===== src/rtl/fzm_pkg.sv =====
`timescale 1ns / 1ps

package fzm_pkg;

   localparam int SAMPLE_BITS_DEFAULT   = 16;
   localparam int FRACTION_BITS_DEFAULT = 15;
   localparam int LANE_COUNT            = 5;
   localparam int CSR_INDEX_BITS        = 3;

   localparam logic [CSR_INDEX_BITS-1:0] REG_BREAK_ONE   = 3'd0;
   localparam logic [CSR_INDEX_BITS-1:0] REG_BREAK_TWO   = 3'd1;
   localparam logic [CSR_INDEX_BITS-1:0] REG_BREAK_THREE = 3'd2;
   localparam logic [CSR_INDEX_BITS-1:0] REG_BREAK_FOUR  = 3'd3;
   localparam logic [CSR_INDEX_BITS-1:0] REG_BREAK_FIVE  = 3'd4;

   localparam logic [31:0] BREAK_ONE_RESET   = 32'd10000;
   localparam logic [31:0] BREAK_TWO_RESET   = 32'd20000;
   localparam logic [31:0] BREAK_THREE_RESET = 32'd30000;
   localparam logic [31:0] BREAK_FOUR_RESET  = 32'd40000;
   localparam logic [31:0] BREAK_FIVE_RESET  = 32'd50000;

   // what a lane delivers once the divider chain is done
   typedef enum logic [1:0] {
      MODE_ZERO = 2'b00,
      MODE_ONE  = 2'b01,
      MODE_DIV  = 2'b10
   } fzm_mode_type;

   typedef struct packed {
      logic                          valid;
      fzm_mode_type [LANE_COUNT-1:0] mode;
   } fzm_ctrl_type;

endpackage


===== src/rtl/fzm_div_stage.sv =====
`timescale 1ns / 1ps

// One restoring step for all lanes: one quotient bit per stage.
module fzm_div_stage #(
   parameter int SAMPLE_BITS   = fzm_pkg::SAMPLE_BITS_DEFAULT,
   parameter int FRACTION_BITS = fzm_pkg::FRACTION_BITS_DEFAULT
) (
   input  logic                     clock,
   input  logic                     reset,
   input  logic                     advance,
   input  fzm_pkg::fzm_ctrl_type    prev_ctrl,
   input  logic [SAMPLE_BITS-1:0]   prev_rem [fzm_pkg::LANE_COUNT],
   input  logic [SAMPLE_BITS-1:0]   prev_den [fzm_pkg::LANE_COUNT],
   input  logic [FRACTION_BITS-1:0] prev_quo [fzm_pkg::LANE_COUNT],
   output fzm_pkg::fzm_ctrl_type    ctrl_ff,
   output logic [SAMPLE_BITS-1:0]   rem_ff [fzm_pkg::LANE_COUNT],
   output logic [SAMPLE_BITS-1:0]   den_ff [fzm_pkg::LANE_COUNT],
   output logic [FRACTION_BITS-1:0] quo_ff [fzm_pkg::LANE_COUNT]
);

   localparam int LANES = fzm_pkg::LANE_COUNT;

   logic [SAMPLE_BITS:0]     shifted [LANES];
   logic                     fits    [LANES];
   logic [SAMPLE_BITS-1:0]   rem_in  [LANES];
   logic [FRACTION_BITS-1:0] quo_in  [LANES];

   // remainder stays below the divisor, so the shifted value needs one bit more
   always_comb begin
      for (int l = 0; l < LANES; l++) begin
         shifted[l] = {prev_rem[l], 1'b0};
         fits[l]    = shifted[l] >= {1'b0, prev_den[l]};
         rem_in[l]  = fits[l] ? SAMPLE_BITS'(shifted[l] - {1'b0, prev_den[l]})
                              : SAMPLE_BITS'(shifted[l]);
         quo_in[l]  = {prev_quo[l][FRACTION_BITS-2:0], fits[l]};
      end
   end

   always_ff @(posedge clock) begin
      if (reset) begin
         ctrl_ff <= '0;
      end else if (advance) begin
         ctrl_ff <= prev_ctrl;
      end
   end

   always_ff @(posedge clock) begin
      if (advance) begin
         rem_ff <= rem_in;
         den_ff <= prev_den;
         quo_ff <= quo_in;
      end
   end

endmodule


===== config.mk =====
export PLATFORM = sky130hd
export DESIGN_NAME = fzm_div_stage
export DESIGN_NICKNAME = d
export VERILOG_FILES = /design/src/rtl/fzm_pkg.sv /design/src/rtl/fzm_div_stage.sv
export SDC_FILE = /design/constraint.sdc
export NUM_CORES = 1
export LEC_CHECK = 0
export ABC_AREA = 1
export BUFFER_PORTS_ARGS = -buffer_cell sky130_fd_sc_hd__buf_2
export CORE_AREA = 2 2 193 195
export CTS_CLUSTER_DIAMETER = 80
export DETAILED_ROUTE_END_ITERATION = 6
export DIE_AREA = 0 0 195 197
export SYNTH_ARGS = -nofsm -noshare
export SYNTH_HDL_FRONTEND = slang
export SYNTH_SLANG_ARGS = --single-unit
export TNS_END_PERCENT = 1

===== constraint.sdc =====
create_clock -name clock -period 4.35 [get_ports clock]
set_input_delay 0.2175 -clock clock [delete_from_list [all_inputs] [get_ports clock]]
set_output_delay 0.2175 -clock clock [all_outputs]
set_load 0.02 [all_outputs]

==> impl_metrics.toml <==
[synth]
synth.ff_latch_count = 246
ys.flop_type = "edfxtp_1"
syn_area_per_cell_um2 = 8.77
synth_enable_flop_cells = 235
syn_area_mm2 = 0.0139
ys_types = 29
yosysWarnings = 0
syn_inst = 1584
yosysSeqAreaShare_pct = 52.4
syn-num-nets = 1918
async_reset_ff_share_pct = 0

[worst_hold_path]
hp-class = "primary input to register"
worstHoldStart = "prev_ctrl[9]"

[timing]
worst_hold_slack_ps = 10.5
tns_ps = 0
setup_violations = 0
period_minus_slack_ps = 2160
setup_ws_ps = 2190
grt_setup_unrepaired = "false"
slew_headroom_pct = 48.0
finClkSkew_ps = 0
finalMaxSlewViolations = 0
period_share_pct = 49.6
fmax_mhz = 463
hold_violations = 0
tightest_slew_ps = 780

[route]
vias_per_cell = 4.56
drtIter0Drc = 721
finalWirelength_mm = 43.6
wl_per_cell_um = 15.5
dr.pass1.iters = 5
detail-route-antenna-nets = 0
remaining_drc_errors = 0
vias = 12900

[floorplan]
fp.dieW_um = 195
die_h_um = 197
start_util_pct = 38.3
dieArea_mm2 = 0.0384
rows = 70
core_mm2 = 0.0363
io_pins = 495

[worst_setup_path]
r2r_start = "ctrl_ff[6]"
crit_required_ps = 4760
critPathLaunch = "prev_rem[77]"
worst_ep_arrival_time_ps = 2570
cp-end-kind = "register"
slowest_delay_ps = 530
crit_chain = "dlygate4sd3_1 > buf_2 > ha_1 > a21oi_1 > nor2_1 > nor2_1 > nand2_1 > nor2_1 > nand2_4 > inv_4 > nand2_1 > nand2_1"
worstPathMaxFanout = 18
startpoint_type = "primary input"
crit_type = "primary input to register"
critPathSlowestCell = "dlygate4sd3_1"

[pwr]
power_leakage_nw = 10.2
power.density_mw_per_mm2 = 351
vdd_ir_drop_max_mv = 0.297

[cts]
cts.sinks = 246
postCtsSetupRepairBufs = 0
cts_buffers = 28
htreeDepth = 1
insertion_delay_ps = 550
path_clk_slew_ps = 60
cts_tree = "done"
clock_path_buffers = 3
root_buffer = "clkbuf_16"

[global_routing]
grt_pass1_vias = 13000
grt_pass1_wl_mm = 67.7
grt_max_degree = 104
grt_overflow = 0
track_usage_pct = 22.2
antenna_found_initial = 2

[placed_design]
dp_slack_ps = 2170
place_congestion = 0.912
dp_cells = 2526
dp_hpwl_mm = 32.8
port_buffers = 489

[cells_and_area]
num-fill-cells = 3284
final_cell_mix = "600 x nand2_1, 488 x buf_2, 275 x inv_1"
final_common_cell = "nand2_1"
drive_gt1_share_pct = 24.6
instances_no_fill = 2815
multi_input_area_mm2 = 0.00540
syn2layout_area_growth_pct = 44.5
seqCellArea_mm2 = 0.00728
finalNetCount = 2657
fin_util_pct = 55.3

[flow_run]
maxCapViolCount = 0

[outcome]
status = "finished clean"
==> cells by family (layout without fill, tap and decap cells) <==
logic type | Yosys count | after routing | share of synthesized area, %
xor+xnor | 34 | 34 | 2.14
simple gates | 857 | 857 | 26.5
buf+inv | 298 | 1057 | 8.73
flops | 246 | 246 | 52.4
compound gates | 64 | 64 | 2.32
fa+ha+maj | 85 | 85 | 7.93
other cells | 0 | 4 | 0
==> where the power goes <==
part / switching (W) / leakage [nW] / internal [W] / total (W)
clock network: 0.000946 / 0.422 / 0.00131 / 0.00226
logic: 0.00114 / 7.36 / 0.000687 / 0.00183
registers: 0.0000662 / 2.39 / 0.00289 / 0.00295
==> stage by stage <==
step / total power [W] / area [um2]
floorplan: 0.00403 / 13900
global placement: 0.00463 / 16800
detailed placement: 0.00465 / 16800
CTS: 0.00708 / 20100
global route: 0.00738 / 20100
finish: 0.00703 / 20100
==> state kept, by name, summed over array words and instances (netlist names) <==
name and flops:
quo_ff 75, ctrl_ff 11, den_ff 80, rem_ff 80
==> layout make-up <==
type,count,area share (%)
well taps,468,2.92
repair buffers,727,24.2
clock inverters,11,0.449
diodes,4,0.0499
inverters,280,5.30
clock buffers,39,3.90
flip-flops and latches,246,36.3
multi-input cells,1040,26.9
==> cell usage after synthesis, types with 3 or more instances <==
| cell type | number | area share, % |
|---|---|---|
| a21oi_1 | 58 | 2.1 |
| nand2_2 | 9 | 0.41 |
| edfxtp_1 | 235 | 51 |
| o21ai_0 | 5 | 0.18 |
| nand3_1 | 83 | 3.0 |
| nor2_2 | 18 | 0.81 |
| or2_1 | 4 | 0.18 |
| inv_1 | 275 | 7.4 |
| nand2_1 | 600 | 16 |
| fa_1 | 5 | 0.72 |
| inv_4 | 5 | 0.23 |
| and2_1 | 18 | 0.81 |
| ha_1 | 80 | 7.2 |
| nand2_4 | 5 | 0.41 |
| nand3b_1 | 17 | 0.92 |
| buf_6 | 10 | 0.81 |
| buf_2 | 4 | 0.14 |
| nor2_1 | 61 | 1.6 |
| xor2_1 | 24 | 1.5 |
| clkbuf_1 | 3 | 0.081 |
| nor3_2 | 4 | 0.29 |
| nor3_1 | 7 | 0.25 |
| xnor2_1 | 10 | 0.63 |
| dfxtp_1 | 11 | 1.6 |
| nand4_1 | 24 | 1.1 |
| nand3_2 | 5 | 0.36 |
==> metal layers <==
metal	wire (um)	GRT usage [%]
met5	0	0
met4	1170	6.96
met3	3050	4.77
met2	21300	39.4
met1	18100	26.9
==> worst paths after layout <==
check,to,slack [ps],depth (start not counted)
setup / recovery,rem_ff[72],2190,12
hold / removal,ctrl_ff[9],10,3
setup reg to reg,ctrl_ff[6],3150,3
hold reg to reg,ctrl_ff[9],470,2
==> critical path: cells and delay by family <==
kind                     cells  cell delay, ps
buffers and inverters        3             860
AND/OR/NAND/NOR              7             810
adder cells (fa/ha/maj)      1             380
AO/OA/AOI/OAI                1             290
==> what timing repair did <==
action | CTS | global route
hold buffers | 235 | 0
hold endpoints to repair | 227 | 0
gates resized for setup | 0 | 0
(Power assumes the default switching activity.)
