$ cat config.mk
export PLATFORM = sky130hd
export DESIGN_NAME = fzm_out_buf
export DESIGN_NICKNAME = d
export VERILOG_FILES = /design/src/rtl/fzm_pkg.sv /design/src/rtl/fzm_out_buf.sv
export SDC_FILE = /design/constraint.sdc
export NUM_CORES = 1
export LEC_CHECK = 0
export ABC_AREA = 1
export BUFFER_PORTS_ARGS = -buffer_cell sky130_fd_sc_hd__buf_2
export CORE_MARGIN = 4
export CORE_UTILIZATION = 53
export DETAILED_ROUTE_END_ITERATION = 16
export HOLD_SLACK_MARGIN = 0.06
export PLACE_DENSITY = 0.91
export SETUP_SLACK_MARGIN = 0.05
export SLEW_MARGIN = 30
export SYNTH_ARGS = -nofsm -noshare
export SYNTH_HDL_FRONTEND = slang
export SYNTH_SLANG_ARGS = --single-unit
$ cat constraint.sdc
create_clock -name clock -period 21.6 [get_ports clock]
set_input_delay 4.32 -clock clock [delete_from_list [all_inputs] [get_ports clock]]
set_output_delay 4.32 -clock clock [all_outputs]
set_load 0.005 [all_outputs]
$ cat src/rtl/fzm_pkg.sv
`timescale 1ns / 1ps

package fzm_pkg;

   localparam int SAMPLE_BITS_DEFAULT   = 16;
   localparam int FRACTION_BITS_DEFAULT = 15;
   localparam int LANE_COUNT            = 5;
   localparam int CSR_INDEX_BITS        = 3;

   localparam logic [CSR_INDEX_BITS-1:0] REG_BREAK_ONE   = 3'd0;
   localparam logic [CSR_INDEX_BITS-1:0] REG_BREAK_TWO   = 3'd1;
   localparam logic [CSR_INDEX_BITS-1:0] REG_BREAK_THREE = 3'd2;
   localparam logic [CSR_INDEX_BITS-1:0] REG_BREAK_FOUR  = 3'd3;
   localparam logic [CSR_INDEX_BITS-1:0] REG_BREAK_FIVE  = 3'd4;

   localparam logic [31:0] BREAK_ONE_RESET   = 32'd10000;
   localparam logic [31:0] BREAK_TWO_RESET   = 32'd20000;
   localparam logic [31:0] BREAK_THREE_RESET = 32'd30000;
   localparam logic [31:0] BREAK_FOUR_RESET  = 32'd40000;
   localparam logic [31:0] BREAK_FIVE_RESET  = 32'd50000;

   // what a lane delivers once the divider chain is done
   typedef enum logic [1:0] {
      MODE_ZERO = 2'b00,
      MODE_ONE  = 2'b01,
      MODE_DIV  = 2'b10
   } fzm_mode_type;

   typedef struct packed {
      logic                          valid;
      fzm_mode_type [LANE_COUNT-1:0] mode;
   } fzm_ctrl_type;

endpackage

$ cat src/rtl/fzm_out_buf.sv
`timescale 1ns / 1ps

// Output register plus skid stage; skid_full_ff holds the pipeline.
module fzm_out_buf #(
   parameter int FRACTION_BITS = fzm_pkg::FRACTION_BITS_DEFAULT
) (
   input  logic                     clock,
   input  logic                     reset,
   input  fzm_pkg::fzm_ctrl_type    last_ctrl,
   input  logic [FRACTION_BITS-1:0] last_quo [fzm_pkg::LANE_COUNT],
   input  logic                     rsp_stall,
   output logic                     out_valid_ff,
   output logic [FRACTION_BITS:0]   out_deg_ff [fzm_pkg::LANE_COUNT],
   output logic                     skid_full_ff
);

   localparam int LANES = fzm_pkg::LANE_COUNT;
   localparam logic [FRACTION_BITS:0] DEGREE_ONE = {1'b1, {FRACTION_BITS{1'b0}}};

   logic                   pipe_valid;
   logic                   out_free;
   logic [FRACTION_BITS:0] deg_new     [LANES];
   logic [FRACTION_BITS:0] skid_deg_ff [LANES];
   logic [FRACTION_BITS:0] skid_deg_in [LANES];
   logic [FRACTION_BITS:0] out_deg_in  [LANES];
   logic                   out_valid_in;
   logic                   skid_full_in;

   assign pipe_valid = last_ctrl.valid && !skid_full_ff;
   assign out_free   = !out_valid_ff || !rsp_stall;

   always_comb begin
      for (int l = 0; l < LANES; l++) begin
         case (last_ctrl.mode[l])
            fzm_pkg::MODE_ONE:  deg_new[l] = DEGREE_ONE;
            fzm_pkg::MODE_DIV:  deg_new[l] = {1'b0, last_quo[l]};
            fzm_pkg::MODE_ZERO: deg_new[l] = '0;
            default:            deg_new[l] = '0;
         endcase
      end
   end

   always_comb begin
      out_valid_in = out_valid_ff;
      out_deg_in   = out_deg_ff;
      skid_full_in = skid_full_ff;
      skid_deg_in  = skid_deg_ff;
      if (out_free) begin
         if (skid_full_ff) begin
            out_valid_in = 1'b1;
            out_deg_in   = skid_deg_ff;
            skid_full_in = 1'b0;
         end else begin
            out_valid_in = pipe_valid;
            out_deg_in   = deg_new;
         end
      end else if (pipe_valid) begin
         // beat arrives while the output beat is held
         skid_full_in = 1'b1;
         skid_deg_in  = deg_new;
      end
   end

   always_ff @(posedge clock) begin
      if (reset) begin
         out_valid_ff <= 1'b0;
         skid_full_ff <= 1'b0;
      end else begin
         out_valid_ff <= out_valid_in;
         skid_full_ff <= skid_full_in;
      end
   end

   always_ff @(posedge clock) begin
      out_deg_ff  <= out_deg_in;
      skid_deg_ff <= skid_deg_in;
   end

endmodule

==> impl_metrics.csv, run 1 <==
group,metric,value,unit
run_status,status,"finished, final reports clean",
worst_hold_path,hold_depth,2,
synth,synth.top_cell.area_share,69.7,%
route,postRouteAntennaNets,0,
worst_hold_path,worstHoldStart,"skid_deg_ff[18]",
synth,ys_async_sr_fraction,0,%
cells_and_area,drive_above_1_share,27.4,%
synth,synth.most_common_cell,"nand2_1",
critical_path,reg2reg_to,"skid_deg_ff[13]",
synth,yosys.area_share.adder,0,%
pwr,power_frac_comb,7.1,%
synth,ys_top_cells_by_count,"167 x nand2_1, 160 x edfxtp_1, 82 x nor2_1, 75 x inv_1, 75 x nand4_1",
critical_path,cp.depth,1,
timing,period_needed,5.93,ns
pwr,clkPwrFrac,42.0,%
route,dr.pass1.iters,5,
critical_path,r2r-start,"skid_full_ff",
timing,min_period_over_period,27.5,%
route,drtIter0Drc,471,
timing,postLayoutSetupSlackWorst,15.67,ns
synth,synth_area_leader_cell,"edfxtp_1",
cts,cts_buffer_depth,2,
synth,synth_top_family_by_area,"simple AND/OR/NAND/NOR gates",
place,dp_hpwl,8800,um
synth,synthSimpleGateAreaFrac,20.9,%
die,die_area,14900,um2
critical_path,cp.arrival,1.61,ns
critical_path,max_stage_delay,0.95,ns
cts,cts_setup_buffers,0,
cts,cts_buffers,17,
synth,ys_ff_latch,162,
synth,syn-num-nets,700,
cells_and_area,layout.nets,854,
critical_path,ff2ff_setup_slack,19.14,ns
critical_path,start_kind,"register",
cells_and_area,diodes,0,
route,drcViolationCount,0,
global_route,overflow,0,
critical_path,crit_type,"reg2out",
cts,ctsResizeCount,0,
synth,syn_area,6890,um2
pwr,power_density,87.4,nW/um2
cts,clk_latency,0.41,ns
cts,htreeDepth,4,
global_route,antenna_found_initial,0,
cts,clk_pin_slew,0.06,ns
synth,ys_warn_count,0,
critical_path,endpoint_kind,"output port",
route,vias,4839,
timing,rsz0062_at_grt,"no",
synth,ys_seq_area_share,70.3,%
global_route,grt_max_degree,84,
critical_path,cp_max_fo,83,
cts,clock-sinks,162,
die,start_util,54.4,%
pwr,p_int,0.575,mW
timing,finalSetupTns,0,ns
synth,synth_mux_area_share,0,%
die,num_io_pins,171,
synth,synth_cells,611,
synth,synth_cell_type_count,14,
place,port_buffers,170,
die,coreArea,12700,um2
critical_path,critPathRequiredTime,17.28,ns
critical_path,path_cells,"buf_2",
cts,postCtsHoldBufs,0,
synth,ys_top_cells_by_area,"edfxtp_1 70%, nand2_1 9.1%, nand4_1 6.8%, nor2_1 4.5%, inv_1 4.1%",
timing,slew_viol_final,0,
cells_and_area,final_core_util,65.5,%
route,wl,13900,um
critical_path,rr_worst_depth,4,
cells_and_area,design_area,8300,um2
die,die_w,122,um
cells_and_area,synthToLayoutAreaGrowth,20.5,%
cts,cts_tree,"yes",
critical_path,cp.buffers_inverters,1,
worst_hold_path,holdPathEnd,"out_deg_ff[18]",
timing,tightest_slew,0.917,ns
pwr,p_seq_share,50.9,%
pwr,peakVddDrop,54.2,uV
die,fp-row-count,41,
pwr,power.switching,0.150,mW
route,vias_per_cell,5.09,
global_route,grt_pass1_vias,4458,
timing,whs,0.510,ns
global_route,grt_util_all_layers,19.2,%
run,maxCapViolations,0,
global_route,grt_pass1_wl,21900,um
timing,max_freq,169,MHz
critical_path,cp_slowest_cell,"dfxtp_4",
pwr,p_sw_share,20.7,%
cts,root_buffer,"clkbuf_16",
pwr,cellLeakagePower,3.96,nW
synth,synth_compound_area_share,0.0726,%
synth,synth_enable_flop_cells,160,
route,routedWlPerCell,14.7,um
die,fp.dieH,122,um
place,place_area,7700,um2
timing,finalClockSkew,0.00528,ns
synth,synth_xor_area_share,0,%
timing,hold_viol,0,
synth,synth.avg_cell_area,11.3,um2
worst_hold_path,hp-class,"reg2reg",
place,place.gp.congestion,0.776,
place,dpl_worst_slack,15.47,ns
timing,setup_violations,0,
timing,relSlewSlack,38.9,%
critical_path,path_delay_family,"flip-flops",
synth,synth_flop_cell,"edfxtp_1",
==> registers in the layout, summed over array words and instances (netlist names) <==
| signal | flops |
|---|---|
| skid_full_ff | 1 |
| out_valid_ff | 1 |
| out_deg_ff | 80 |
| skid_deg_ff | 80 |
==> metal layers <==
| layer | vias up | share of wire [%] | track usage [%] |
|---|---|---|---|
| li1 | 2358 | - | - |
| met1 | 2260 | 40 | 24.7 |
| met2 | 195 | 51 | 32.0 |
| met3 | 26 | 7.0 | 4.04 |
| met4 | 0 | 2.2 | 7.98 |
| met5 | - | 0 | 0 |
==> layout make-up <==
cell class              count  area (um2)
flip-flops and latches    162        4850
fillers                   967        4370
clock buffers              19         433
inverters                  81         312
well taps                 172         215
multi-input cells         331        1460
repair buffers            172         870
clock inverters            13         166
==> placed cells by master, fill, tap and decap left out <==
cell	instances
nor2_1	81
buf_2	170
clkbuf_1	2
a21oi_1	1
dfxtp_4	1
nand4_1	75
nand2_1	166
buf_6	1
clkinvlp_4	2
nand2_2	5
nor2_4	1
clkinv_2	4
inv_2	5
dfxtp_1	1
clkinv_1	3
nand2_4	1
buf_4	1
edfxtp_1	160
nor3_1	1
bufinv_16	4
inv_1	75
clkbuf_16	17
inv_8	1
==> power by group through the flow <==
stage	sequential (mW)	clock (mW)	combinational, mW
after global routing	0.371	0.326	0.0581
after CTS	0.370	0.310	0.0518
after floorplan	0.377	0	0.0243
after global placement	0.376	0	0.0502
final	0.370	0.305	0.0514
after detailed placement	0.376	0	0.0516
==> through the flow <==
stage	std cells	power [mW]
finish	950	0.726
global route	950	0.755
CTS	950	0.731
detailed placement	918	0.428
global placement	918	0.426
floorplan	611	0.402
==> worst register-to-register path, stage by stage (launching register included) <==
cell	delay [ns]
dfxtp_4	0.61
inv_8	0.52
nand2_1	0.19
nor2_4	0.11
buf_6	0.54
==> logic make-up after synthesis <==
group / after synthesis
AO/OA/AOI/OAI: 1
buffers and inverters: 118
flip-flops: 162
AND/OR/NAND/NOR: 330
==> how the worst max path moves through the flow <==
stage               slack (ns)              end    startpoint
finish                   15.67     skid_full_ff  skid_full_ff
global route             15.57     skid_full_ff  skid_full_ff
global placement         15.49  skid_deg_ff[16]     rsp_stall
CTS                      15.62     skid_full_ff  skid_full_ff
floorplan                11.38   skid_deg_ff[0]     rsp_stall
detailed placement       15.47  skid_deg_ff[22]     rsp_stall
No activity file was read; power rests on OpenSTA's default activity.
==> inputs of run 2 (changes only) <==
CORE_UTILIZATION = 48   (was 53)
PLACE_DENSITY = 0.88   (was 0.91)
clock period = 5.11 ns   (was 21.6 ns; I/O delays follow)
==> run 2 against run 1 <==
  * Total power grew to 4.1 times the previous value
  * Sequential power grew to 4.2 times the previous value
  * Routed wire length is 3.5% higher
  * Sequential share of layout area is 0.062 points higher
  * Hold slack better by 0.0062 ns
  * Critical endpoint unchanged
==> impl_metrics.csv, run 2 (synthesis results as in run 1) <==
group,metric,value,unit
run_status,status,"finished, final reports clean",
timing,min_period_over_period,53.2,%
timing,max_freq,368,MHz
place,dp_hpwl,9480,um
place,dp_cells,928,
route,routedWlPerCell,15.0,um
timing,postLayoutSetupSlackWorst,2.39,ns
global_route,grt_max_degree,83,
timing,setup_violations,0,
route,postRouteAntennaNets,0,
die,die_area,16300,um2
cells_and_area,layout_commonest_cell,"buf_2",
cts,htreeDepth,4,
cells_and_area,multiInputGateArea,1460,um2
global_route,grt_pass1_wl,22700,um
cells_and_area,final_cell_mix,"170 x buf_2, 166 x nand2_1, 160 x edfxtp_1",
cts,clk_pin_slew,0.06,ns
critical_path,critPathRequiredTime,4.09,ns
cts,ctsResizeCount,0,
route,dr.pass1.iters,7,
cells_and_area,reg_top3,"out_deg_ff: 80 flops, skid_deg_ff: 80 flops",
die,die_w,128,um
cts,clk_latency,0.42,ns
timing,tightest_slew,0.832,ns
place,dpl_worst_slack,2.15,ns
cts,cts_tree,"yes",
timing,hold_viol,0,
die,coreArea,14000,um2
place,place.gp.congestion,0.802,
cells_and_area,layout.nets,856,
run,maxCapViolations,0,
cells_and_area,regArea,4850,um2
pwr,cellLeakagePower,3.95,nW
timing,finalClockSkew,0.00596,ns
global_route,antenna_found_initial,2,
timing,rsz0062_at_grt,"no",
pwr,power_density,361,nW/um2
timing,relSlewSlack,44.5,%
cells_and_area,finalNonFillerCells,960,
route,drcViolationCount,0,
critical_path,cp_max_fo,82,
route,wl,14400,um
critical_path,crit_type,"reg2out",
die,fp-row-count,43,
die,num_io_pins,171,
route,vias,4767,
die,fp.dieH,128,um
worst_hold_path,hp-class,"reg2reg",
cells_and_area,diodes,0,
cells_and_area,synthToLayoutAreaGrowth,20.4,%
die,start_util,49.2,%
global_route,grt_util_all_layers,18.0,%
cells_and_area,drive_above_1_share,27.9,%
timing,period_needed,2.72,ns
cts,root_buffer,"clkbuf_16",
critical_path,start_kind,"register",
cts,postCtsHoldBufs,0,
route,drtIter0Drc,372,
cells_and_area,fillers,1133,
global_route,overflow,0,
cts,cts_buffer_depth,2,
global_route,grt_pass1_vias,4602,
place,port_buffers,170,
cts,cts_buffers,17,
route,vias_per_cell,4.97,
timing,finalSetupTns,0,ns
critical_path,cp.arrival,1.70,ns
critical_path,endpoint_kind,"output port",
cts,cts_setup_buffers,0,
timing,slew_viol_final,0,
pwr,peakVddDrop,198,uV
cells_and_area,final_core_util,59.3,%
cts,clock-sinks,162,
[run 2: cell types whose count changed in the layout (fill, tap and decap cells not counted)]
cell	before	now
clkinv_1	3	2
clkinvlp_4	2	4
bufinv_16	4	2
clkbuf_1	2	0
clkinv_4	0	3
buf_4	1	4
buf_6	1	0
[run 2: metal layers]
metal	vias up	track usage [%]	routed length, um
li1	2360	-	-
met2	177	29.7	7260
met3	34	5.21	1010
met1	2192	21.4	5750
met4	4	9.05	374
met5	-	0	24
[run 2: final cells by class]
cell class                 count  area share, %
sequential                   162           58.4
multi-input combinational    331           17.6
timing repair buffer         174           10.6
clock buffer                  17           5.13
inverter                      81           3.76
tap                          180           2.71
clock inverter                15           1.73
[run 2: path summary, 6_finish.rpt]
check / to / cells past startpoint / slack (ns) / start
setup / recovery: skid_full_ff / 2 / 2.39 / skid_full_ff
hold / removal: out_deg_ff[24] / 2 / 0.52 / skid_deg_ff[24]
setup reg to reg: skid_deg_ff[31] / 4 / 2.84 / skid_full_ff
hold reg to reg: out_deg_ff[24] / 2 / 0.52 / skid_deg_ff[24]
[run 2: critical path, cell delays in order (launching register included)]
cell and delay [ns]:
dfxtp_4 0.37, buf_4 0.64, buf_2 0.25
[run 2: per-stage QoR]
step           area [um2]  hold WS, ns  power [mW]
2_1_floorplan        6890        0.494        1.70
3_3_place_gp         7730        0.498        1.80
3_5_place_dp         7730        0.502        1.81
4_1_cts              8300        0.516        3.02
5_1_grt              8300        0.541        3.11
6_report             8300        0.516        3.00
[run 2: where the power goes]
group / internal, mW / leakage (nW) / total [mW] / switching, mW
sequential: 1.54 / 1.63 / 1.56 / 0.0200
combinational: 0.0858 / 2.04 / 0.223 / 0.137
clock: 0.713 / 0.269 / 1.22 / 0.504
total: 2.34 / 3.95 / 3.00 / 0.661
